===== src/hw/rtl/b64lb_pkg.sv =====
// Package for the base64 encoder with line breaks.
// Holds the line length, character codes, the queued group record and the alphabet function.
// No dependencies.
package b64lb_pkg;

    localparam int LINE_CHARS      = 76;
    localparam int GROUPS_PER_LINE = LINE_CHARS / 4;
    localparam int GROUP_W         = 5;

    localparam logic [7:0] CHAR_PAD     = 8'h3D;
    localparam logic [7:0] CHAR_NEWLINE = 8'h0A;

    localparam logic [1:0] PHASE_EMPTY = 2'd0;
    localparam logic [1:0] PHASE_ONE   = 2'd1;
    localparam logic [1:0] PHASE_TWO   = 2'd2;

    // One finished group: four characters, an optional newline and the end flag.
    typedef struct packed {
        logic [3:0][7:0] chars;
        logic            newline;
        logic            last;
    } t_job;

    // Occupancy of the group queue as seen by the front and back parts.
    typedef struct packed {
        logic full;
        logic empty;
    } t_q_status;

    // Maps a 6-bit value to its symbol in the standard alphabet.
    function automatic logic [7:0] sym(input logic [5:0] v);
        logic [7:0] res;
        if (v < 6'd26) begin
            res = 8'h41 + {2'b00, v};
        end else if (v < 6'd52) begin
            res = 8'h61 + {2'b00, v - 6'd26};
        end else if (v < 6'd62) begin
            res = 8'h30 + {2'b00, v - 6'd52};
        end else if (v == 6'd62) begin
            res = 8'h2B;
        end else begin
            res = 8'h2F;
        end
        return res;
    endfunction

endpackage


===== src/hw/rtl/b64lb_front.sv =====
// Front part of the encoder: collects bytes into groups and builds the group record.
// Holds the newline enable register and the line counter. Depends on b64lb_pkg.
module b64lb_front (
    input  logic              i_clk,
    input  logic              i_rst_n,
    input  logic              i_cfg_we,
    input  logic              i_cfg_wdata,
    input  logic              i_accept,
    input  logic [7:0]        i_in_byte,
    input  logic              i_in_last,
    output logic              o_job_push,
    output b64lb_pkg::t_job   o_job
);
    import b64lb_pkg::*;

    logic [1:0]         r_phase, n_phase;
    logic [7:0]         r_b0, n_b0;
    logic [7:0]         r_b1, n_b1;
    logic [GROUP_W-1:0] r_groups, n_groups;
    logic               r_nl_en;
    logic               wrap;
    logic [GROUP_W:0]   groups_inc;

    assign groups_inc = {1'b0, r_groups} + {{GROUP_W{1'b0}}, 1'b1};
    assign wrap = groups_inc >= (GROUP_W + 1)'(GROUPS_PER_LINE);

    always_comb begin
        n_phase    = r_phase;
        n_b0       = r_b0;
        n_b1       = r_b1;
        n_groups   = r_groups;
        o_job_push = 1'b0;
        o_job      = '0;
        o_job.last = i_in_last;
        case (r_phase)
            PHASE_ONE: begin
                o_job.chars[0] = sym(r_b0[7:2]);
                o_job.chars[1] = sym({r_b0[1:0], i_in_byte[7:4]});
                o_job.chars[2] = sym({i_in_byte[3:0], 2'b00});
                o_job.chars[3] = CHAR_PAD;
                if (i_accept) begin
                    if (i_in_last) begin
                        o_job_push = 1'b1;
                        n_phase    = PHASE_EMPTY;
                        n_groups   = '0;
                    end else begin
                        n_b1    = i_in_byte;
                        n_phase = PHASE_TWO;
                    end
                end
            end
            PHASE_TWO: begin
                o_job.chars[0] = sym(r_b0[7:2]);
                o_job.chars[1] = sym({r_b0[1:0], r_b1[7:4]});
                o_job.chars[2] = sym({r_b1[3:0], i_in_byte[7:6]});
                o_job.chars[3] = sym(i_in_byte[5:0]);
                o_job.newline  = wrap && r_nl_en;
                if (i_accept) begin
                    o_job_push = 1'b1;
                    n_phase    = PHASE_EMPTY;
                    n_groups   = (i_in_last || wrap) ? '0 : groups_inc[GROUP_W-1:0];
                end
            end
            default: begin
                // An unused phase code behaves like an empty group.
                o_job.chars[0] = sym(i_in_byte[7:2]);
                o_job.chars[1] = sym({i_in_byte[1:0], 4'b0000});
                o_job.chars[2] = CHAR_PAD;
                o_job.chars[3] = CHAR_PAD;
                if (i_accept) begin
                    if (i_in_last) begin
                        o_job_push = 1'b1;
                        n_phase    = PHASE_EMPTY;
                        n_groups   = '0;
                    end else begin
                        n_b0    = i_in_byte;
                        n_phase = PHASE_ONE;
                    end
                end
            end
        endcase
    end

    always_ff @(posedge i_clk) begin
        if (!i_rst_n) begin
            r_phase  <= PHASE_EMPTY;
            r_groups <= '0;
            r_nl_en  <= 1'b0;
            r_b0     <= '0;
            r_b1     <= '0;
        end else begin
            r_phase  <= n_phase;
            r_groups <= n_groups;
            r_b0     <= n_b0;
            r_b1     <= n_b1;
            if (i_cfg_we) begin
                r_nl_en <= i_cfg_wdata;
            end
        end
    end

endmodule


===== src/hw/rtl/b64lb_queue.sv =====
// Two-entry queue of group records between the front and back parts.
// Depends on b64lb_pkg.
module b64lb_queue (
    input  logic                 i_clk,
    input  logic                 i_rst_n,
    input  logic                 i_push,
    input  b64lb_pkg::t_job      i_job,
    input  logic                 i_pop,
    output b64lb_pkg::t_job      o_job,
    output b64lb_pkg::t_q_status o_status
);
    import b64lb_pkg::*;

    t_job       r_mem [2];
    logic       r_wr_ptr;
    logic       r_rd_ptr;
    logic [1:0] r_count;
    logic       do_push;
    logic       do_pop;

    assign o_status.full  = r_count == 2'd2;
    assign o_status.empty = r_count == 2'd0;
    assign do_push = i_push && !o_status.full;
    assign do_pop  = i_pop && !o_status.empty;
    assign o_job   = r_mem[r_rd_ptr];

    always_ff @(posedge i_clk) begin
        if (do_push) begin
            r_mem[r_wr_ptr] <= i_job;
        end
    end

    always_ff @(posedge i_clk) begin
        if (!i_rst_n) begin
            r_wr_ptr <= 1'b0;
            r_rd_ptr <= 1'b0;
            r_count  <= 2'd0;
        end else begin
            if (do_push) begin
                r_wr_ptr <= ~r_wr_ptr;
            end
            if (do_pop) begin
                r_rd_ptr <= ~r_rd_ptr;
            end
            case ({do_push, do_pop})
                2'b10:   r_count <= r_count + 2'd1;
                2'b01:   r_count <= r_count - 2'd1;
                default: r_count <= r_count;
            endcase
        end
    end

endmodule


===== src/hw/rtl/b64lb_back.sv =====
// Encoder back part: sends queued groups' characters one per cycle while its output
// register, read by the result side, is empty or popped. Depends on b64lb_pkg.
module b64lb_back (
    input  logic                 i_clk,
    input  logic                 i_rst_n,
    input  b64lb_pkg::t_job      i_job,
    input  b64lb_pkg::t_q_status i_q_status,
    output logic                 o_job_pop,
    input  logic                 i_pop,
    output logic                 o_empty,
    output logic [7:0]           o_out_char,
    output logic                 o_out_last
);
    import b64lb_pkg::*;

    logic [2:0] r_idx;
    logic       r_valid;
    logic [7:0] r_char;
    logic       r_last;
    logic       load;
    logic       advance;
    logic       final_char;
    logic [7:0] cur_char;

    // The output register takes a new character when it is empty or being read.
    assign load       = !r_valid || i_pop;
    assign advance    = load && !i_q_status.empty;
    assign final_char = i_job.newline ? (r_idx == 3'd4) : (r_idx == 3'd3);
    assign cur_char   = (r_idx == 3'd4) ? CHAR_NEWLINE : i_job.chars[r_idx[1:0]];
    assign o_job_pop  = advance && final_char;

    assign o_empty    = !r_valid;
    assign o_out_char = r_char;
    assign o_out_last = r_last;

    always_ff @(posedge i_clk) begin
        if (advance) begin
            r_char <= cur_char;
            r_last <= i_job.last && final_char;
        end
    end

    always_ff @(posedge i_clk) begin
        if (!i_rst_n) begin
            r_idx   <= 3'd0;
            r_valid <= 1'b0;
        end else begin
            if (advance) begin
                r_valid <= 1'b1;
                r_idx   <= final_char ? 3'd0 : r_idx + 3'd1;
            end else if (load) begin
                r_valid <= 1'b0;
            end
        end
    end

endmodule


===== src/hw/rtl/base64_encoder_line_breaks_top.sv =====
// Channel   | Direction | Handshake     | Payload
// input     | in        | push / full   | i_in_byte, i_in_last
// result    | out       | empty / pop   | o_out_char, o_out_last
// config    | in        | i_cfg_we      | i_cfg_wdata (newline enable)
//
// Up to one byte is accepted each cycle while the group queue has room.
// Characters leave at one per cycle while pop keeps the back part's output register draining, so
// a three-byte group drains as four characters, or five with a newline; sustained rate is set by that port.
// Reset is synchronous and active low and clears the group state and the queue.
// A stall on pop fills the two-entry queue, after which full holds off further bytes.
// Depends on b64lb_pkg, b64lb_front, b64lb_queue and b64lb_back.
module base64_encoder_line_breaks_top (
    input  logic       i_clk,
    input  logic       i_rst_n,
    input  logic       i_cfg_we,
    input  logic       i_cfg_wdata,
    input  logic       push,
    output logic       full,
    input  logic [7:0] i_in_byte,
    input  logic       i_in_last,
    output logic       empty,
    input  logic       pop,
    output logic [7:0] o_out_char,
    output logic       o_out_last
);
    import b64lb_pkg::*;

    t_job      front_job;
    t_job      head_job;
    t_q_status q_status;
    logic      job_push;
    logic      job_pop;
    logic      accept;

    assign full   = q_status.full;
    assign accept = push && !q_status.full;

    b64lb_front u_front (
        .i_clk       (i_clk),
        .i_rst_n     (i_rst_n),
        .i_cfg_we    (i_cfg_we),
        .i_cfg_wdata (i_cfg_wdata),
        .i_accept    (accept),
        .i_in_byte   (i_in_byte),
        .i_in_last   (i_in_last),
        .o_job_push  (job_push),
        .o_job       (front_job)
    );

    b64lb_queue u_queue (
        .i_clk    (i_clk),
        .i_rst_n  (i_rst_n),
        .i_push   (job_push),
        .i_job    (front_job),
        .i_pop    (job_pop),
        .o_job    (head_job),
        .o_status (q_status)
    );

    b64lb_back u_back (
        .i_clk      (i_clk),
        .i_rst_n    (i_rst_n),
        .i_job      (head_job),
        .i_q_status (q_status),
        .o_job_pop  (job_pop),
        .i_pop      (pop),
        .o_empty    (empty),
        .o_out_char (o_out_char),
        .o_out_last (o_out_last)
    );

endmodule

===== config.mk =====
export PLATFORM = sky130hd
export DESIGN_NAME = base64_encoder_line_breaks_top
export DESIGN_NICKNAME = d
export VERILOG_FILES = /design/src/hw/rtl/b64lb_pkg.sv /design/src/hw/rtl/b64lb_front.sv /design/src/hw/rtl/b64lb_queue.sv /design/src/hw/rtl/b64lb_back.sv /design/src/hw/rtl/base64_encoder_line_breaks_top.sv
export SDC_FILE = /design/constraint.sdc
export NUM_CORES = 1
export LEC_CHECK = 0
export BUFFER_PORTS_ARGS = -buffer_cell sky130_fd_sc_hd__buf_4
export CORE_ASPECT_RATIO = 0.75
export CORE_MARGIN = 1
export CORE_UTILIZATION = 40
export DETAILED_ROUTE_END_ITERATION = 10
export PLACE_DENSITY = 0.57
export SYNTH_ARGS = -nofsm -noshare
export SYNTH_HDL_FRONTEND = slang
export SYNTH_HIERARCHICAL = 1
export SYNTH_SLANG_ARGS = --single-unit

===== constraint.sdc =====
create_clock -name i_clk -period 5.2 [get_ports i_clk]
set_input_delay 0.78 -clock i_clk [delete_from_list [all_inputs] [get_ports i_clk]]
set_output_delay 0.78 -clock i_clk [all_outputs]
set_load 0.01 [all_outputs]

* Word-level counts from Yosys, hierarchy flattened
Memories as Yosys holds them, arrays and structs flattened. A register that Yosys moved wholly into a read port is not among the register bits.
Cells that the tools add are included.
** Operators by class
- $add $sub $neg :: 44
- Order comparisons :: 26
- Equal/unequal tests :: 13
- Mux-type cells :: 58
- Bitwise logic cells :: 4
- Reduce and logical (&&, ||, !) cells :: 20
** Operator list (count)
- $mux W8 :: 25
- $add A7 B6 Y8 const A :: 16
- $lt A6 B6 Y1 const B :: 16
- $pmux W32 S2 :: 1
- $add A6 B6 Y7 const A :: 8
- $lt A6 B5 Y1 const B :: 8
- $sub A6 B5 Y6 const B :: 8
- $sub A6 B6 Y6 const B :: 8
- $eq A6 B6 Y1 const B :: 6
- $mux W5 :: 5
- $mux W3 :: 7
- $bmux W8 S2 :: 1
- $mux W1 :: 13
- $mux W2 :: 4
- $pmux W2 S2 :: 2
- $logic_and A1 B1 Y1 :: 7
- $add A5 B1 Y6 const B :: 1
- $eq A2 B2 Y1 const B :: 3
- $ge A6 B5 Y1 const B :: 1
- $reduce_and A3 Y1 :: 2
- $reduce_bool A2 Y1 :: 3
- $eq A2 B1 Y1 const B :: 2
- $not A1 Y1 :: 4
- $add A3 B1 Y3 const B :: 1
- 10 further kinds :: 13
** Word-level totals
- Bits in registers :: 41
- Bits in writable memories :: 68
- Input bits :: 15
- Logic and storage cells :: 178
- Memories kept :: 1
** Memories
- u_queue.r_mem :: words 2, width 34, rd ports 1, clocked after Yosys merged registers in 1, write ports 1, RTL line b64lb_queue.sv:14 : t_job r_mem [2];

* Depth between registers and ports, before layout
- Depth after elaboration :: 8
- Mapped depth :: 12

* Modules after synthesis
The synthesis kept the hierarchy.
** By module, submodules not included
- b64lb_front :: instances 1, cells an instance 647, area an instance 4616.9 um2, sequential area each 480.5 um2
- b64lb_queue :: instances 1, cells an instance 132, area an instance 2681.3 um2, sequential area each 2142.1 um2
- b64lb_back :: instances 1, cells an instance 57, area an instance 782.0 um2, sequential area each 350.3 um2
- base64_encoder_line_breaks_top :: instances 1, cells an instance 1, area an instance 13.8 um2, sequential area each 0.0 um2

* Worst setup path before layout
Ideal clock, no wire load.
- Kind :: input to register
- Start :: input port push
- End :: memory u_queue/r_mem[0][0] (netlist bit), enable pin
- Setup time :: 389 ps
- Data arrival time :: 2304 ps
- Data required time :: 4811 ps
- Setup slack :: 2508 ps
- Stages :: 6
- Path buffers :: 0
- Cell sequence :: nor2b_4 -> o21ai_0 -> inv_1 -> inv_1 -> or3_1 -> inv_1
** Between the ends
- Cells in the longest elaborated chain, start to end :: 6
** Ends and longest elaborated chain
- start: declaration :: RTL line base64_encoder_line_breaks_top.sv:17 : input logic push,
- $logic_and A1 B1 Y1 (*) :: RTL line base64_encoder_line_breaks_top.sv:36 : assign accept = push && !q_status.full;
- $mux W1 (on tied branches) :: RTL line b64lb_front.sv:41, b64lb_front.sv:58
- $mux W1 (*)
- named net job_push :: RTL line base64_encoder_line_breaks_top.sv:31 : logic job_push;
- $logic_and A1 B1 Y1 (*) :: RTL line b64lb_queue.sv:23 : assign do_push = i_push && !o_status.full;
- $mux W1 (*) :: RTL line b64lb_queue.sv:28 : if (do_push) begin
- $mux W1 (implied by the code) (*) :: RTL line b64lb_queue.sv:29 : r_mem[r_wr_ptr] <= i_job;
- end: declaration :: RTL line b64lb_queue.sv:14
The timed path passes the listed nets; every way through them passes the cells marked *.

* Final worst setup path
- Start :: register u_front.r_phase[0]
- End :: memory u_queue/r_mem[0][16] (netlist bit), enable pin
** Between the ends
- Cells in the longest elaborated chain, start to end :: 5
** Ends and longest elaborated chain
- start: declaration :: RTL line b64lb_front.sv:16 : logic [1:0] r_phase, n_phase;
- start signal: assignment :: RTL line b64lb_front.sv:92 : r_phase <= n_phase;
- $eq A2 B2 Y1 :: RTL line b64lb_front.sv:35 : case (r_phase)
- $mux W1
- named net job_push :: RTL line base64_encoder_line_breaks_top.sv:31
- $logic_and A1 B1 Y1 :: RTL line b64lb_queue.sv:23
- $mux W1 :: RTL line b64lb_queue.sv:28
- $mux W1 (implied by the code) :: RTL line b64lb_queue.sv:29
The timed path passes the listed nets, and every way through them passes these cells.

==> metrics <==
syn nets 916; global router's overall resource usage 19.54%; Max stage delay cell, worst path ha_1; setup_tns 0 ns; Post-synth EDFFs 77; Worst-path clk slew 0.07 ns; Cell Chain, Critical Path inv_1 > ha_1 > o21ai_0 > inv_1 > inv_1 > or3_1 > inv_1 > buf_4; critical path class flop to flop; Slew @ Worst Pin 0.9748 ns; Ys Warns 6; max_cap viols 0; hold endpoint u_queue/r_wr_ptr; maximum clock rate 340.7 MHz; CTS tree built; max incr delay on CP 0.63 ns; Fin Clk Skew 0.01467 ns; pwr dens 239.4 mW/mm2; R2R cell count 8; RR Startpoint u_front/r_phase[0]; Synth Instances 837; FP Rows 44; I/O Buffers 25; H-tree level count 3; wire per inst 18.47 um; Die H 125.2 um; CORE AREA 0.01960 mm2; CTS Sinks 110; CP required 5.19 ns; cts bufs inserted 9; Slew Limit Fails 0; antenna diode count 0; post-CTS setup repair buffer count 0; drt pass-1 iters 8; CP endpoint kind flop; top-level port count 26; vias in the first global route 5,506; Max transition margin 35.01%; chip width 166.3 um; reg2reg end u_queue/r_mem[0][16]; R2R setup slack 2.26 ns; Worst Hold Path Cells 2; detailed-route via count 6,090; most common cell after layout, fill and taps aside edfxtp_1; CP Data Arrival Time 2.93 ns; maximum vdd drop 0.0001534 V; detailed placer's ending HPWL 14,530 um; first-pass GRT wire length 31,790 um; total gr overflow 0; sequential-to-total area share from yosys stat 36.73%; DIE AREA 0.02081 mm2; cts repair resizes 0; clock root buffer master clkbuf_16; Longest Clk Path Bufs 2; Initial Utilization 41.30%; Detail Route Antenna Nets 0; Synth Flop Type edfxtp_1; drt drc 5; fraction of registers with async set/reset 0%; status finished with violations; share of layout cells above drive strength 1 12.08%; leading area contributor after synthesis edfxtp_1; Synth top area share 28.57%; CP most frequent cell inv_1; leak pwr 3.096 nW; min cycle time layout 2.936 ns; Yosys reg bits 110; RSZ-0062 raised after global routing false; final hold violations 0; Final #Nets 903; period utilisation layout 56.45%; Avg Cell Area, Syn 9.670 um2; initial antenna violation count 0; synth top area cells edfxtp_1, ha_1, dfxtp_1, mux2_2, xnor2_1; largest net degree at the start of global routing 35; placed cell count 1,066; DRT Wirelength 19,970 um; synth unique cells 70; vias per inst 5.634; Cell Area, Synth 0.008094 mm2; Skew-Pair Late Insertion Delay 0.36 ns; failing checks design-rule violations; startpoint types flop; HP Start u_queue/r_wr_ptr; Area Growth Syn to Fin 7.049%; worst min path class flop to flop; crit path max fanout 34; GP Congestion 0.9068; most frequent cells in the layout edfxtp_1, nand2_1, ha_1; Final Non-Filler Cells 1,081; Detailed Route Iter0 Violations 531; hold_buf cts 0; Setup violations, final 0
cells in the mapped netlist (all sizes together) (4+ instances only):
| cell type | number |
|---|---|
| edfxtp | 77 |
| nand2 | 76 |
| ha | 64 |
| a21oi | 53 |
| o21ai | 45 |
| xnor2 | 45 |
| inv | 44 |
| buf | 35 |
| mux2 | 34 |
| dfxtp | 33 |
| nand3 | 33 |
| nor2b | 33 |
| nor2 | 32 |
| xor2 | 22 |
| a21boi | 19 |
| clkbuf | 19 |
| nor3 | 12 |
| a211oi | 11 |
| a31oi | 11 |
| nand2b | 10 |
| nand4 | 10 |
| mux2i | 9 |
| o22ai | 9 |
| mux4 | 8 |
| o211ai | 8 |
| o31ai | 8 |
| a21o | 7 |
| and2 | 6 |
| o21a | 5 |
| a221o | 4 |
| a221oi | 4 |
| and3 | 4 |
| nand3b | 4 |
| nor3b | 4 |
| o221ai | 4 |
| o32ai | 4 |
state kept, by name (all words and copies together) (netlist names), 2 cells and up, named ones only:
register	cells
u_back/o_out_char	8
u_back/r_idx	3
u_front/r_b0	8
u_front/r_b1	8
u_front/r_groups	5
u_front/r_phase	2
u_queue/r_count	2
u_queue/r_mem	68
worst max-delay path, delay by kind of cell, from the launching register on:
kind            cells  cell delay [ns]
fa+ha+maj           1             0.63
flops               1             0.32
buf+inv             5             0.79
simple gates        1             0.36
compound gates      1             0.46
layer usage:
layer	part of all wire, %	track usage [%]	up-vias
met2	42	28.37	191
met4	0.75	3.105	0
met3	6.9	3.957	12
met1	51	30.03	2876
li1	-	-	3011
met5	0	0	-
kinds of logic (layout without fill, tap and decap cells):
kind of cell | count (synthesis) | count (layout) | share of synthesized area, %
AO/OA/AOI/OAI | 211 | 211 | 17.33
flip-flops | 110 | 110 | 36.73
multiplexers | 51 | 51 | 8.348
buffers and inverters | 98 | 89 | 5.488
AND/OR/NAND/NOR | 236 | 236 | 14.69
adder cells (fa/ha/maj) | 64 | 64 | 9.893
XOR/XNOR | 67 | 67 | 7.528
power breakdown:
group	internal (W)	switching (W)
sequential	0.000979	0.0000273
clock	0.000381	0.000327
combinational	0.000146	0.000213
total	0.00151	0.000568
per-stage QoR:
stage               hold slack (ns)  cell area, um2  util (%)  total power, W  setup slack, ns
floorplan                    0.4503            8094         -        0.001278            2.508
global placement             0.4760            8357     42.64        0.001381            2.126
detailed placement           0.4787            8357     42.64        0.001381            2.117
CTS                          0.4907            8665     44.21        0.002090            2.276
global route                 0.5341            8665     44.21        0.002168            2.061
finish                       0.4938            8665     44.21        0.002074            2.264
cell type report:
type                    instances  area [um2]
repair buffers                 30       225.2
well taps                     253       316.6
fillers                      1876       10930
clock inverters                 6       82.58
multi-input cells             629        4677
clock buffers                   9       225.2
flip-flops and latches        110        2973
inverters                      44       165.2
worst max path at each step:
stage	slack (ns)	end	start
after detailed placement	2.12	u_queue/r_mem[0][17]	i_in_byte[7]
after floorplan	2.51	u_queue/r_mem[0][0]	push
final	2.26	u_queue/r_mem[0][16]	u_front/r_phase[0]
after CTS	2.28	u_queue/r_mem[0][16]	u_front/r_phase[0]
after global routing	2.06	u_queue/r_mem[0][16]	u_front/r_phase[0]
after global placement	2.13	u_queue/r_mem[0][16]	i_in_byte[6]
Note: power is estimated with default switching activity, not from simulation.
